**config.mk**
```make
export PLATFORM = sky130hd
export DESIGN_NAME = auto_ranging_light_level
export DESIGN_NICKNAME = d
export VERILOG_FILES = /design/src/rtl/core/arll_pkg.sv /design/src/rtl/core/arll_ctrl.sv /design/src/rtl/core/arll_dp.sv /design/src/rtl/core/auto_ranging_light_level.sv
export SDC_FILE = /design/constraint.sdc
export NUM_CORES = 1
export LEC_CHECK = 0
export BUFFER_PORTS_ARGS = -buffer_cell sky130_fd_sc_hd__clkbuf_2
export CORE_ASPECT_RATIO = 0.6
export CORE_MARGIN = 2
export CORE_UTILIZATION = 51
export CTS_CLUSTER_DIAMETER = 80
export CTS_CLUSTER_SIZE = 10
export DETAILED_ROUTE_END_ITERATION = 8
export PLACE_DENSITY = 0.7
export REMOVE_ABC_BUFFERS = 1
export SETUP_SLACK_MARGIN = 0.5
export SYNTH_ARGS = -nofsm -noshare
export SYNTH_HDL_FRONTEND = slang
export SYNTH_SLANG_ARGS = --single-unit
export TNS_END_PERCENT = 20
```
**constraint.sdc**
```tcl
create_clock -name clk -period 5.01 [get_ports clk]
set_input_delay 0.501 -clock clk [delete_from_list [all_inputs] [get_ports clk]]
set_output_delay 0.501 -clock clk [all_outputs]
set_load 0.02 [all_outputs]
```
**src/rtl/core/arll_pkg.sv**
```systemverilog
`timescale 1ns / 1ps
// Shared types and constants for the auto-ranging light level block.
// No dependencies; used by arll_ctrl, arll_dp and auto_ranging_light_level.
package arll_pkg;

  localparam int SAMPLE_W = 10;
  localparam int CEIL_W   = 4;
  localparam int SUM_W    = 14;
  localparam int LOW_W    = 11;
  localparam int REM_W    = 14;
  localparam int DIV_STEPS = 4;
  localparam int STEP_W    = 2;

  localparam logic [SUM_W-1:0]    SUM_RESET  = 14'd5940;
  localparam logic [LOW_W-1:0]    LOW_RESET  = 11'd1024;
  localparam logic [CEIL_W-1:0]   CEIL_RESET = 4'd4;

  // floor(x / 10) == (x * 6554) >> 16 for every x below 10240
  localparam int RECIP_W     = 13;
  localparam int RECIP_SHIFT = 16;
  localparam logic [RECIP_W-1:0] RECIP_TEN = 13'd6554;
  localparam int PROD_W = SUM_W + RECIP_W;

  typedef struct packed {
    logic              load;
    logic              calc;
    logic              update;
    logic              prep;
    logic              div_en;
    logic [STEP_W-1:0] div_idx;
    logic              out_load;
  } dp_cmd_t;

  typedef struct packed {
    logic span_zero;
    logic out_stall;
  } dp_sts_t;

endpackage

```
**src/rtl/core/arll_ctrl.sv**
```systemverilog
`timescale 1ns / 1ps
// Sequencer for the auto-ranging light level block.
// Depends on arll_pkg; drives arll_dp through command and status structs.
module arll_ctrl (
  input  logic              clk,
  input  logic              rst_n,
  input  logic              in_tvalid,
  output logic              in_tready,
  output arll_pkg::dp_cmd_t cmd,
  input  arll_pkg::dp_sts_t sts
);
  import arll_pkg::*;

  typedef enum logic [2:0] {
    ST_IDLE,
    ST_CALC,
    ST_UPD,
    ST_PREP,
    ST_DIV,
    ST_DONE
  } state_t;

  state_t            state_r, state_nxt;
  logic [STEP_W-1:0] idx_r, idx_nxt;
  logic              in_beat;

  assign in_tready = (state_r == ST_IDLE);
  assign in_beat   = in_tvalid && in_tready;

  always_comb begin
    state_nxt = state_r;
    idx_nxt   = idx_r;
    case (state_r)
      ST_IDLE: begin
        if (in_beat) state_nxt = ST_CALC;
      end
      ST_CALC: state_nxt = ST_UPD;
      ST_UPD:  state_nxt = ST_PREP;
      ST_PREP: begin
        idx_nxt   = STEP_W'(DIV_STEPS - 1);
        state_nxt = sts.span_zero ? ST_DONE : ST_DIV;
      end
      ST_DIV: begin
        if (idx_r == '0) begin
          state_nxt = ST_DONE;
        end else begin
          idx_nxt = idx_r - 1'b1;
        end
      end
      ST_DONE: begin
        if (!sts.out_stall) state_nxt = ST_IDLE;
      end
      default: state_nxt = ST_IDLE;
    endcase
  end

  always_comb begin
    cmd          = '0;
    cmd.load     = in_beat;
    cmd.calc     = (state_r == ST_CALC);
    cmd.update   = (state_r == ST_UPD);
    cmd.prep     = (state_r == ST_PREP);
    cmd.div_en   = (state_r == ST_DIV);
    cmd.div_idx  = idx_r;
    cmd.out_load = (state_r == ST_DONE) && !sts.out_stall;
  end

  always_ff @(posedge clk) begin
    if (!rst_n) begin
      state_r <= ST_IDLE;
      idx_r   <= '0;
    end else begin
      state_r <= state_nxt;
      idx_r   <= idx_nxt;
    end
  end

`ifndef SYNTH
  a_beat_starts: assert property (@(posedge clk) disable iff (!rst_n)
    in_beat |=> state_r == ST_CALC)
    else $error("accepted beat did not start work");
  a_div_span: assert property (@(posedge clk) disable iff (!rst_n)
    (state_r == ST_DIV) |-> !sts.span_zero)
    else $error("division entered with empty range");
  a_load_free: assert property (@(posedge clk) disable iff (!rst_n)
    cmd.out_load |-> !sts.out_stall)
    else $error("output loaded while stalled");
`endif

endmodule

```
**src/rtl/core/arll_dp.sv**
```systemverilog
`timescale 1ns / 1ps
// Datapath: leaky sum, divide by ten, min/max tracking, shift-subtract scaling.
// Depends on arll_pkg; sequenced by arll_ctrl.
module arll_dp (
  input  logic                          clk,
  input  logic                          rst_n,
  input  logic [arll_pkg::SAMPLE_W-1:0] sample,
  input  logic                          cfg_wr_en,
  input  logic [arll_pkg::CEIL_W-1:0]   cfg_wr_data,
  input  arll_pkg::dp_cmd_t             cmd,
  output arll_pkg::dp_sts_t             sts,
  output logic                          out_valid,
  input  logic                          out_ready,
  output logic [arll_pkg::CEIL_W-1:0]   out_scaled,
  output logic [arll_pkg::SAMPLE_W-1:0] out_smoothed
);
  import arll_pkg::*;

  logic [CEIL_W-1:0]   ceil_r;
  logic [SUM_W-1:0]    sum_r;
  logic [SUM_W-1:0]    total_r;
  logic [SAMPLE_W-1:0] level_r;
  logic [LOW_W-1:0]    low_r;
  logic [SAMPLE_W-1:0] high_r;
  logic [REM_W-1:0]    rem_r;
  logic [SAMPLE_W-1:0] span_r;
  logic [CEIL_W-1:0]   quot_r;
  logic                out_valid_r;
  logic [CEIL_W-1:0]   out_scaled_r;
  logic [SAMPLE_W-1:0] out_smoothed_r;

  logic [PROD_W-1:0]   prod;
  logic [SAMPLE_W-1:0] low10;
  logic [SAMPLE_W-1:0] span_nxt;
  logic [REM_W-1:0]    trial;

  assign prod     = PROD_W'(total_r) * PROD_W'(RECIP_TEN);
  assign low10    = low_r[SAMPLE_W-1:0];
  assign span_nxt = high_r - low10;
  assign trial    = REM_W'(span_r) << cmd.div_idx;

  assign sts.span_zero = (span_nxt == '0);
  assign sts.out_stall = out_valid_r && !out_ready;

  assign out_valid    = out_valid_r;
  assign out_scaled   = out_scaled_r;
  assign out_smoothed = out_smoothed_r;

  always_ff @(posedge clk) begin
    if (!rst_n) begin
      ceil_r      <= CEIL_RESET;
      sum_r       <= SUM_RESET;
      low_r       <= LOW_RESET;
      high_r      <= '0;
      out_valid_r <= 1'b0;
    end else begin
      if (cfg_wr_en) ceil_r <= cfg_wr_data;
      if (cmd.update) begin
        sum_r <= total_r - SUM_W'(level_r);
        if (LOW_W'(level_r) < low_r) low_r <= LOW_W'(level_r);
        if (level_r > high_r) high_r <= level_r;
      end
      if (cmd.out_load) begin
        out_valid_r <= 1'b1;
      end else if (out_ready) begin
        out_valid_r <= 1'b0;
      end
    end
  end

  always_ff @(posedge clk) begin
    if (cmd.load) total_r <= sum_r + SUM_W'(sample);
    if (cmd.calc) level_r <= prod[RECIP_SHIFT +: SAMPLE_W];
    if (cmd.prep) begin
      rem_r  <= REM_W'(level_r - low10) * REM_W'(ceil_r);
      span_r <= span_nxt;
      quot_r <= '0;
    end
    if (cmd.div_en && (rem_r >= trial)) begin
      rem_r                <= rem_r - trial;
      quot_r[cmd.div_idx]  <= 1'b1;
    end
    if (cmd.out_load) begin
      out_scaled_r   <= quot_r;
      out_smoothed_r <= level_r;
    end
  end

`ifndef SYNTH
  a_range_order: assert property (@(posedge clk) disable iff (!rst_n)
    !low_r[LOW_W-1] |-> low10 <= high_r)
    else $error("lowest seen above highest seen");
  a_quot_bound: assert property (@(posedge clk) disable iff (!rst_n)
    cmd.out_load |-> quot_r <= ceil_r)
    else $error("scaled level above ceiling");
  a_load_valid: assert property (@(posedge clk) disable iff (!rst_n)
    cmd.out_load |=> out_valid_r)
    else $error("result not presented after load");
`endif

endmodule

```
**src/rtl/core/auto_ranging_light_level.sv**
```systemverilog
`timescale 1ns / 1ps
// Auto-ranging light level: leaky average of sensor samples scaled onto 0..ceiling.
// Each beat: calc, update, prep, 4-step divide (skipped with an empty range), done.
// No new beat is taken until the block is back in idle; done waits on a stalled output.
// Output register lets the next beat start while a result waits to be taken.
// Reset (rst_n, synchronous): sum 5940, range empty, ceiling 4, no result pending.
module auto_ranging_light_level (
  input  logic        clk,
  input  logic        rst_n,
  input  logic        in_tvalid,
  output logic        in_tready,
  input  logic [15:0] in_tdata,   // [9:0] sensor_sample, [15:10] zero
  output logic        out_tvalid,
  input  logic        out_tready,
  output logic [15:0] out_tdata,  // [3:0] scaled_level, [13:4] smoothed_level, [15:14] zero
  input  logic        cfg_wr_en,
  input  logic [3:0]  cfg_wr_data // [3:0] brightness_ceiling
);
  import arll_pkg::*;

  dp_cmd_t             cmd;
  dp_sts_t             sts;
  logic [CEIL_W-1:0]   scaled;
  logic [SAMPLE_W-1:0] smoothed;

  arll_ctrl u_ctrl (
    .clk       (clk),
    .rst_n     (rst_n),
    .in_tvalid (in_tvalid),
    .in_tready (in_tready),
    .cmd       (cmd),
    .sts       (sts)
  );

  arll_dp u_dp (
    .clk          (clk),
    .rst_n        (rst_n),
    .sample       (in_tdata[SAMPLE_W-1:0]),
    .cfg_wr_en    (cfg_wr_en),
    .cfg_wr_data  (cfg_wr_data),
    .cmd          (cmd),
    .sts          (sts),
    .out_valid    (out_tvalid),
    .out_ready    (out_tready),
    .out_scaled   (scaled),
    .out_smoothed (smoothed)
  );

  assign out_tdata = {2'b00, smoothed, scaled};

endmodule

```
Word-level counts from Yosys, hierarchy flattened
Index checks and enable logic that the tools add are counted.
{"block": "word_totals", "regBits": 111, "inputBits": 25, "out_inout_bits": 18, "word_cells": 70}
{"block": "classes", "addsub": 6, "mul": 2, "n_lt_le_gt_ge": 5, "n_eq_ne": 9, "shift": 1, "n_mux": 15, "bitwise": 1, "n_reduce_logical": 17}
{"cell": "$mux W14", "n": 2}
{"cell": "$mul A14 B12 Y25 const B", "n": 1}
{"cell": "$pmux W3 S6", "n": 1}
{"cell": "$add A14 B10 Y14", "n": 1}
{"cell": "$ge A14 B14 Y1", "n": 1}
{"cell": "$mul A14 B4 Y14", "n": 1}
{"cell": "$shl A10 B2 Y14", "n": 1}
{"cell": "$sub A14 B10 Y14", "n": 1}
{"cell": "$sub A14 B14 Y14", "n": 1}
{"cell": "$lt A10 B11 Y1", "n": 1}
{"cell": "$sub A10 B10 Y11", "n": 1}
{"cell": "$gt A10 B10 Y1", "n": 1}
{"cell": "$logic_not A10 Y1", "n": 1}
{"cell": "$sub A10 B10 Y10", "n": 1}
{"cell": "$mux W3", "n": 3}
{"cell": "$mux W4", "n": 2}
{"cell": "$ne A2 B2 Y1 const B", "n": 4}
{"cell": "$eq A3 B2 Y1 const B", "n": 2}
{"cell": "$eq A3 B3 Y1 const B", "n": 2}
{"cell": "$reduce_and A2 Y1", "n": 3}
{"cell": "$reduce_bool A2 Y1", "n": 3}
{"cell": "$logic_and A1 B1 Y1", "n": 5}
{"cell": "$mux W1", "n": 4}
{"cell": "$or A4 B4 Y4", "n": 1}
{"cell": "11 further kinds", "n": 12}

Logic depth before layout (Yosys ltp)
Gate-level depths: netlist of run 1.
{"block": "logic_depth", "depth_word": 6, "mapped_depth": 21, "mapped_depth_nobuf": 21}

By module
A second synthesis of run 1 with hierarchy kept.
{"block": "unflattened", "hier_cells": 1180, "hier_area_um2": 11258.3}
{"mod": "arll_dp", "instances": 1, "cells_per_inst": 1140, "area_each_um2": 10924.2, "seq_area_each_um2": 2742.6}
{"mod": "arll_ctrl", "instances": 1, "cells_per_inst": 37, "area_each_um2": 315.3, "seq_area_each_um2": 100.1}
{"mod": "auto_ranging_light_level", "instances": 1, "cells_per_inst": 3, "area_each_um2": 18.8, "seq_area_each_um2": 0.0}

Worst setup path after synthesis of run 1
No wires, ideal clock.
{"block": "synth_timing", "kind": "reg2reg", "startpoint": "register u_dp.total_r[5]", "endpoint": "register u_dp.level_r[9], data pin", "setup_time_ns": 0.272, "t_arrival_ns": 5.292, "required_time_ns": 4.738, "slack_ns": -0.554, "path_stages_with_launch": 18, "path_buffers": 0, "period_less_slack_ns": 5.564, "path_cell_list": "edfxtp_1 ha_1 fa_1 inv_1 fa_1 inv_1 fa_1 inv_1 fa_1 inv_1 ha_1 a211o_1 nand4b_1 o21ba_2 nor3_2 or4_4 and4_4 or4_1"}
{"block": "synth_via", "elab_chain_len": 1}
{"item": "start: declaration", "line": "arll_dp.sv:21", "source": "logic [SUM_W-1:0] total_r;"}
{"item": "start signal: assignment", "line": "arll_dp.sv:72", "source": "if (cmd.load) total_r <= sum_r + SUM_W'(sample);"}
{"item": "$mul A14 B12 Y25", "line": "arll_dp.sv:37", "source": "assign prod = PROD_W'(total_r) * PROD_W'(RECIP_TEN);"}
{"item": "net u_dp.prod[25]", "line": "arll_dp.sv:32", "source": "logic [PROD_W-1:0] prod;"}
{"item": "end signal: assignment", "line": "arll_dp.sv:73", "source": "if (cmd.calc) level_r <= prod[RECIP_SHIFT +: SAMPLE_W];"}
{"item": "end: declaration", "line": "arll_dp.sv:22", "source": "logic [SAMPLE_W-1:0] level_r;"}
The timed path passes the listed nets, and every way through them passes these cells.
A chain may end at the register's enable or synchronous reset.

Final worst setup path of run 1
{"block": "layout_timing", "startpoint": "register u_dp.total_r[6]", "endpoint": "register u_dp.level_r[9], data pin"}
The elaborated chain is that of the path after synthesis.

==> impl_metrics.toml, run 1 <==
[outcome]
status = "finished, violations left"
violations = "setup timing"

[timing]
finalMaxSlewViolations = 0
setup_viol = 3
slew_headroom_pct = 10.9
rsz0062_at_grt = "true"
fmax_mhz = 183
fin_crit_sh_pct = 109
timing.hold.ws_ps = 362
finClkSkew_ps = 12.0
final.setup.worst_slack_ps = -450
finalHoldViolCount = 0
worst_pin_slew_ps = 1340
fin_crit_ps = 5460

[placed_design]
io_buffers = 34
hpwl_um = 21900
gp_congestion = 0.909
dp_slack_ps = -653

[synth]
yosys-top-cells-area = "ha_1, edfxtp_1, fa_1, dfxtp_1, inv_1"
avgSynthCellArea_um2 = 9.43
synth_most_common_cell = "inv_1"
synth_cell_types = 69
synth_ff_type = "edfxtp_1"
ys_warn_count = 0
netlist_area_um2 = 11200
postSynthCellCount = 1186
yosys-top-cells-count = "inv_1, ha_1, nand2_1"
ys_seq_area_share_pct = 25.4
synth_edf_count = 62
yosys_register_bits = 111
yosys.area.top_type = "ha_1"
synthArstFlopShare_pct = 0
synth_top_area_share_pct = 19.4

[routing]
vias_per_cell = 5.53
drt_iter0_drc = 648
drt-wirelength-per-cell_um = 17.5
routed.top_layer = "met4"
wl_met3_um = 2590
vias = 8798
first_pass_iters = 5
post-route-drc-count = 0
wl_met2_um = 10600
drt-met1-wl_um = 14500
wirelength_um = 27900
final_antenna_net_count = 0

[setup_path]
critPathKind = "reg -> reg"
crit_fanout = 2
startpoint_type = "flip-flop"
required_ps = 5120
r2r_setup_slack_ps = -450
arrival_ps = 5570
end_kind = "flip-flop"

[clock_network]
cts_root_buf = "clkbuf_16"
cts_tree = "built"
holdBufCountCts = 0
path_clk_slew_ps = 90
ctsHtreeMaxLevel = 3
clk_path_buf_depth = 2
cts_made_buffers = 9
clock_latency_ps = 370
cts.sinks = 111

[grt]
gr-total-overflow = 0
gr-usage-all-layers_pct = 24.8
antenna_found_initial = 0
grt_pass1_vias = 8353
grt_pass1_wl_um = 44600
grt_start_max_net_pins = 58

[floorplanning]
start_util_pct = 52.7
die_area_um2 = 23200
io_pins = 43
die_height_um = 119
core_um2 = 21200
die_w_um = 195
rows = 41

[final_layout]
fill_cells = 1782
area_growth_pct = 17.0
layout.nets = 1577
antenna_cells = 0
drive_gt1_share_pct = 17.6

[run]
max_cap_violations = 0

[hold_path]
hp-class = "in -> reg"
per-layer routing:
layer / GRT usage [%] / vias to the layer above
met1: 40.5 / 4225
met2: 32.3 / 281
met5: 0 / -
met3: 6.82 / 13
met4: 3.20 / 0
li1: - / 4279
per-stage QoR:
stage,TNS [ps],cell area [um2],util (%),cells
5_1_grt,-1490,13100,61.6,1591
2_1_floorplan,-748,11100,-,1158
4_1_cts,-638,12800,60.1,1581
3_3_place_gp,-1340,12300,57.7,1558
6_report,-916,13100,61.6,1591
3_5_place_dp,-1510,12300,57.7,1558
critical path, cell delays in order (launching register included):
cell	delay, ps
edfxtp_1	420
buf_6	140
ha_4	240
fa_1	560
inv_2	40
fa_1	480
inv_1	60
fa_1	510
inv_1	50
fa_1	490
inv_2	40
ha_4	200
a211o_1	300
nand4b_1	180
o21ba_4	270
nor3_4	40
or4_4	530
and4_4	180
or4_1	460
layout by cell type, fill, tap and decap left out, drive strengths merged, types with 36 or more instances in the layout:
cell type and instances:
inv 195, xnor2 44, o21ai 43, a21oi 48
nand2 89, dfxtp 49, ha 173, nor2 51
edfxtp 62, and2 39, clkbuf 44, mux2i 36
buf 104, fa 72
final cells by class:
cell class                      instances  area (um2)  share of cell area [%]
Clock inverter                          6        86.3                   0.660
Multi-Input combinational cell        855        7880                    60.3
Timing Repair Buffer                  138         970                    7.41
Tap cell                              279         349                    2.67
Sequential cell                       111        2840                    21.7
Clock buffer                           10         229                    1.75
Inverter                              192         721                    5.51
cell families (layout without fill, tap and decap cells):
family          Yosys count  count (layout)  synth area share (%)
compound gates          198             198                  11.9
xor+xnor                 68              68                  5.33
flops                   111             111                  25.4
buf+inv                 221             346                  7.51
other cells               1               2                0.0335
simple gates            299             299                  13.6
mux                      43              43                  3.93
fa+ha+maj               245             245                  32.2
flip-flops by register name, summed over array words and instances (netlist names):
register and flops:
u_dp.ceil_r 4, u_dp.out_scaled 4, u_dp.low_r 11, u_dp.out_valid 1
u_dp.span_r 10, u_dp.out_smoothed 10, u_ctrl.state_r 3, u_dp.total_r 14
u_dp.quot_r 4, u_dp.level_r 10, u_dp.sum_r 14, u_dp.high_r 10
u_ctrl.idx_r 2, u_dp.rem_r 14
final timing paths:
check                           cells past startpoint                           to                   startpoint
worst max register to register                     18    u_dp.level_r[9]$_DFFE_PP_    u_dp.total_r[6]$_DFFE_PP_
worst min-delay path                                3  u_dp.ceil_r[2]$_SDFFE_PN1P_               cfg_wr_data[2]
worst min register to register                      2  u_dp.low_r[10]$_SDFFE_PN1P_  u_dp.low_r[10]$_SDFFE_PN1P_
worst max-delay path                               18    u_dp.level_r[9]$_DFFE_PP_    u_dp.total_r[6]$_DFFE_PP_
repair_timing:
item	4_1_cts	5_1_grt
pin swaps	25	27
gates resized for setup	27	47
setup endpoints to repair	15	17
setup buffers	7	10
Power of run 1 is not shown: default switching activity piles up to over one toggle a cycle in this logic, so the estimate is an artifact.
==> run 2: changes to the inputs <==
--- a/config.mk
+++ b/config.mk
@@ -9,7 +9,7 @@
 export CORE_ASPECT_RATIO = 0.6
 export CORE_MARGIN = 2
 export CORE_UTILIZATION = 51
-export CTS_CLUSTER_DIAMETER = 80
+export CTS_CLUSTER_DIAMETER = 100
 export CTS_CLUSTER_SIZE = 10
 export DETAILED_ROUTE_END_ITERATION = 8
 export PLACE_DENSITY = 0.7
@@ -18,4 +18,4 @@
 export SYNTH_ARGS = -nofsm -noshare
 export SYNTH_HDL_FRONTEND = slang
 export SYNTH_SLANG_ARGS = --single-unit
-export TNS_END_PERCENT = 20
+export TNS_END_PERCENT = 100
==> impl_metrics.toml, run 2 (synthesis results as in run 1) <==
[outcome]
status = "finished, violations left"
violations = "setup timing"

[timing]
finalMaxSlewViolations = 0
finClkSkew_ps = 12.5
fin_crit_sh_pct = 109
setup_viol = 3
finalHoldViolCount = 0
timing.hold.ws_ps = 362
fin_crit_ps = 5450
slew_headroom_pct = 5.24
worst_pin_slew_ps = 1420
fmax_mhz = 183
rsz0062_at_grt = "true"
final.setup.worst_slack_ps = -442

[routing]
drt-wirelength-per-cell_um = 17.6
first_pass_iters = 5
vias_per_cell = 5.54
post-route-drc-count = 0
drt_iter0_drc = 595
final_antenna_net_count = 0
wirelength_um = 28300
vias = 8880

[final_layout]
final_util_pct = 63.0
final_common_cell = "inv_1"
final_cell_mix = "inv_1, ha_1, buf_4"
layout.nets = 1589
antenna_cells = 0
area_growth_pct = 19.6
fill_cells = 1734
reg_top3 = "u_dp.rem_r (14), u_dp.sum_r (14), u_dp.total_r (14)"
drive_gt1_share_pct = 20.3

[hold_path]
hp-class = "in -> reg"
hold_path_depth = 3

[clock_network]
clk_path_buf_depth = 2
cts_tree = "built"
path_clk_slew_ps = 90
cts_root_buf = "clkbuf_16"
holdBufCountCts = 0
cts.sinks = 111
clock_latency_ps = 370
cts_made_buffers = 9
ctsHtreeMaxLevel = 3

[setup_path]
startpoint_type = "flip-flop"
max_stage_delay_ps = 560
critPathKind = "reg -> reg"
crit_top_cell = "fa_1"
r2r_setup_slack_ps = -440
arrival_ps = 5560
critPathSlowestCell = "fa_1"
crit_fanout = 2
path_cells = "buf_6, ha_4, fa_1, inv_2, fa_1, inv_1, fa_1, inv_1, fa_1, inv_2, ha_4, a211o_1, nand4b_1, o21ba_4, nor3_4, or4_4, and4_4, or4_1"
reg2reg_depth = 18
required_ps = 5120
end_kind = "flip-flop"

[grt]
antenna_found_initial = 0
grt_pass1_vias = 8422
grt_pass1_wl_um = 45200
gr-total-overflow = 0
grt_start_max_net_pins = 58
gr-usage-all-layers_pct = 25.2

[placed_design]
gp_congestion = 0.909
hpwl_um = 21900
io_buffers = 34

[floorplanning]
start_util_pct = 52.7
core_um2 = 21200
die_w_um = 195
die_area_um2 = 23200
die_height_um = 119
rows = 41
io_pins = 43

[run]
max_cap_violations = 0
## run 2: cell types whose count changed in the layout (fill, tap and decap cells not counted), moves of 3 or more
| cell | delta |
|---|---|
| ha_4 | +3 |
| a21oi_1 | -3 |
| buf_4 | +7 |
| nor2_1 | -4 |
| inv_2 | +4 |
| and2_4 | +4 |
| ha_1 | -4 |
| buf_6 | +5 |
| and2_1 | -4 |
| inv_1 | -4 |
## run 2: area by class of cell
class                           count  area, um2  area share (%)
Tap cell                          279        349            2.61
Multi-Input combinational cell    855       8070            60.3
Clock inverter                      6       86.3           0.645
Inverter                          192        721            5.39
Timing Repair Buffer              150       1080            8.06
Clock buffer                       10        229            1.71
Sequential cell                   111       2840            21.3
## run 2: worst paths after layout
| path | startpoint | end |
|---|---|---|
| max reg2reg | u_dp.total_r[6]$_DFFE_PP_ | u_dp.level_r[9]$_DFFE_PP_ |
| min | cfg_wr_data[2] | u_dp.ceil_r[2]$_SDFFE_PN1P_ |
| min reg2reg | u_dp.low_r[10]$_SDFFE_PN1P_ | u_dp.low_r[10]$_SDFFE_PN1P_ |
| max | u_dp.total_r[6]$_DFFE_PP_ | u_dp.level_r[9]$_DFFE_PP_ |
## run 2: metrics by stage
stage                     cell area [um2]  setup slack (ps)  TNS (ps)  std cells
after floorplan                     11100              -554      -748       1158
final                               13400              -442      -906       1603
after global routing                13400              -612     -1380       1603
after global placement              12300              -606     -1340       1558
after detailed placement            12300              -653     -1510       1558
after CTS                           13100              -391      -536       1587
## run 2: routing by layer
layer	share of wire, %	GRT usage [%]
met5	0	0
met4	0.68	3.20
met3	8.2	6.82
met2	39	33.1
met1	53	40.9
## run 2: timing repair
| item | CTS | global route |
|---|---|---|
| setup buffers | 13 | 16 |
| endpoints found under the setup margin | 15 | 16 |
| gates resized for setup | 78 | 37 |
| pin swaps | 44 | 39 |
## run 2: worst max-delay path, delay by kind of cell, from the launching register on
kind | cells | cell delay (ps)
adder cells (fa/ha/maj) | 6 | 2480
flip-flops | 1 | 420
AND/OR/NAND/NOR | 5 | 1370
buffers and inverters | 5 | 330
AO/OA/AOI/OAI | 2 | 570
Power of run 2 is left out for the same reason.
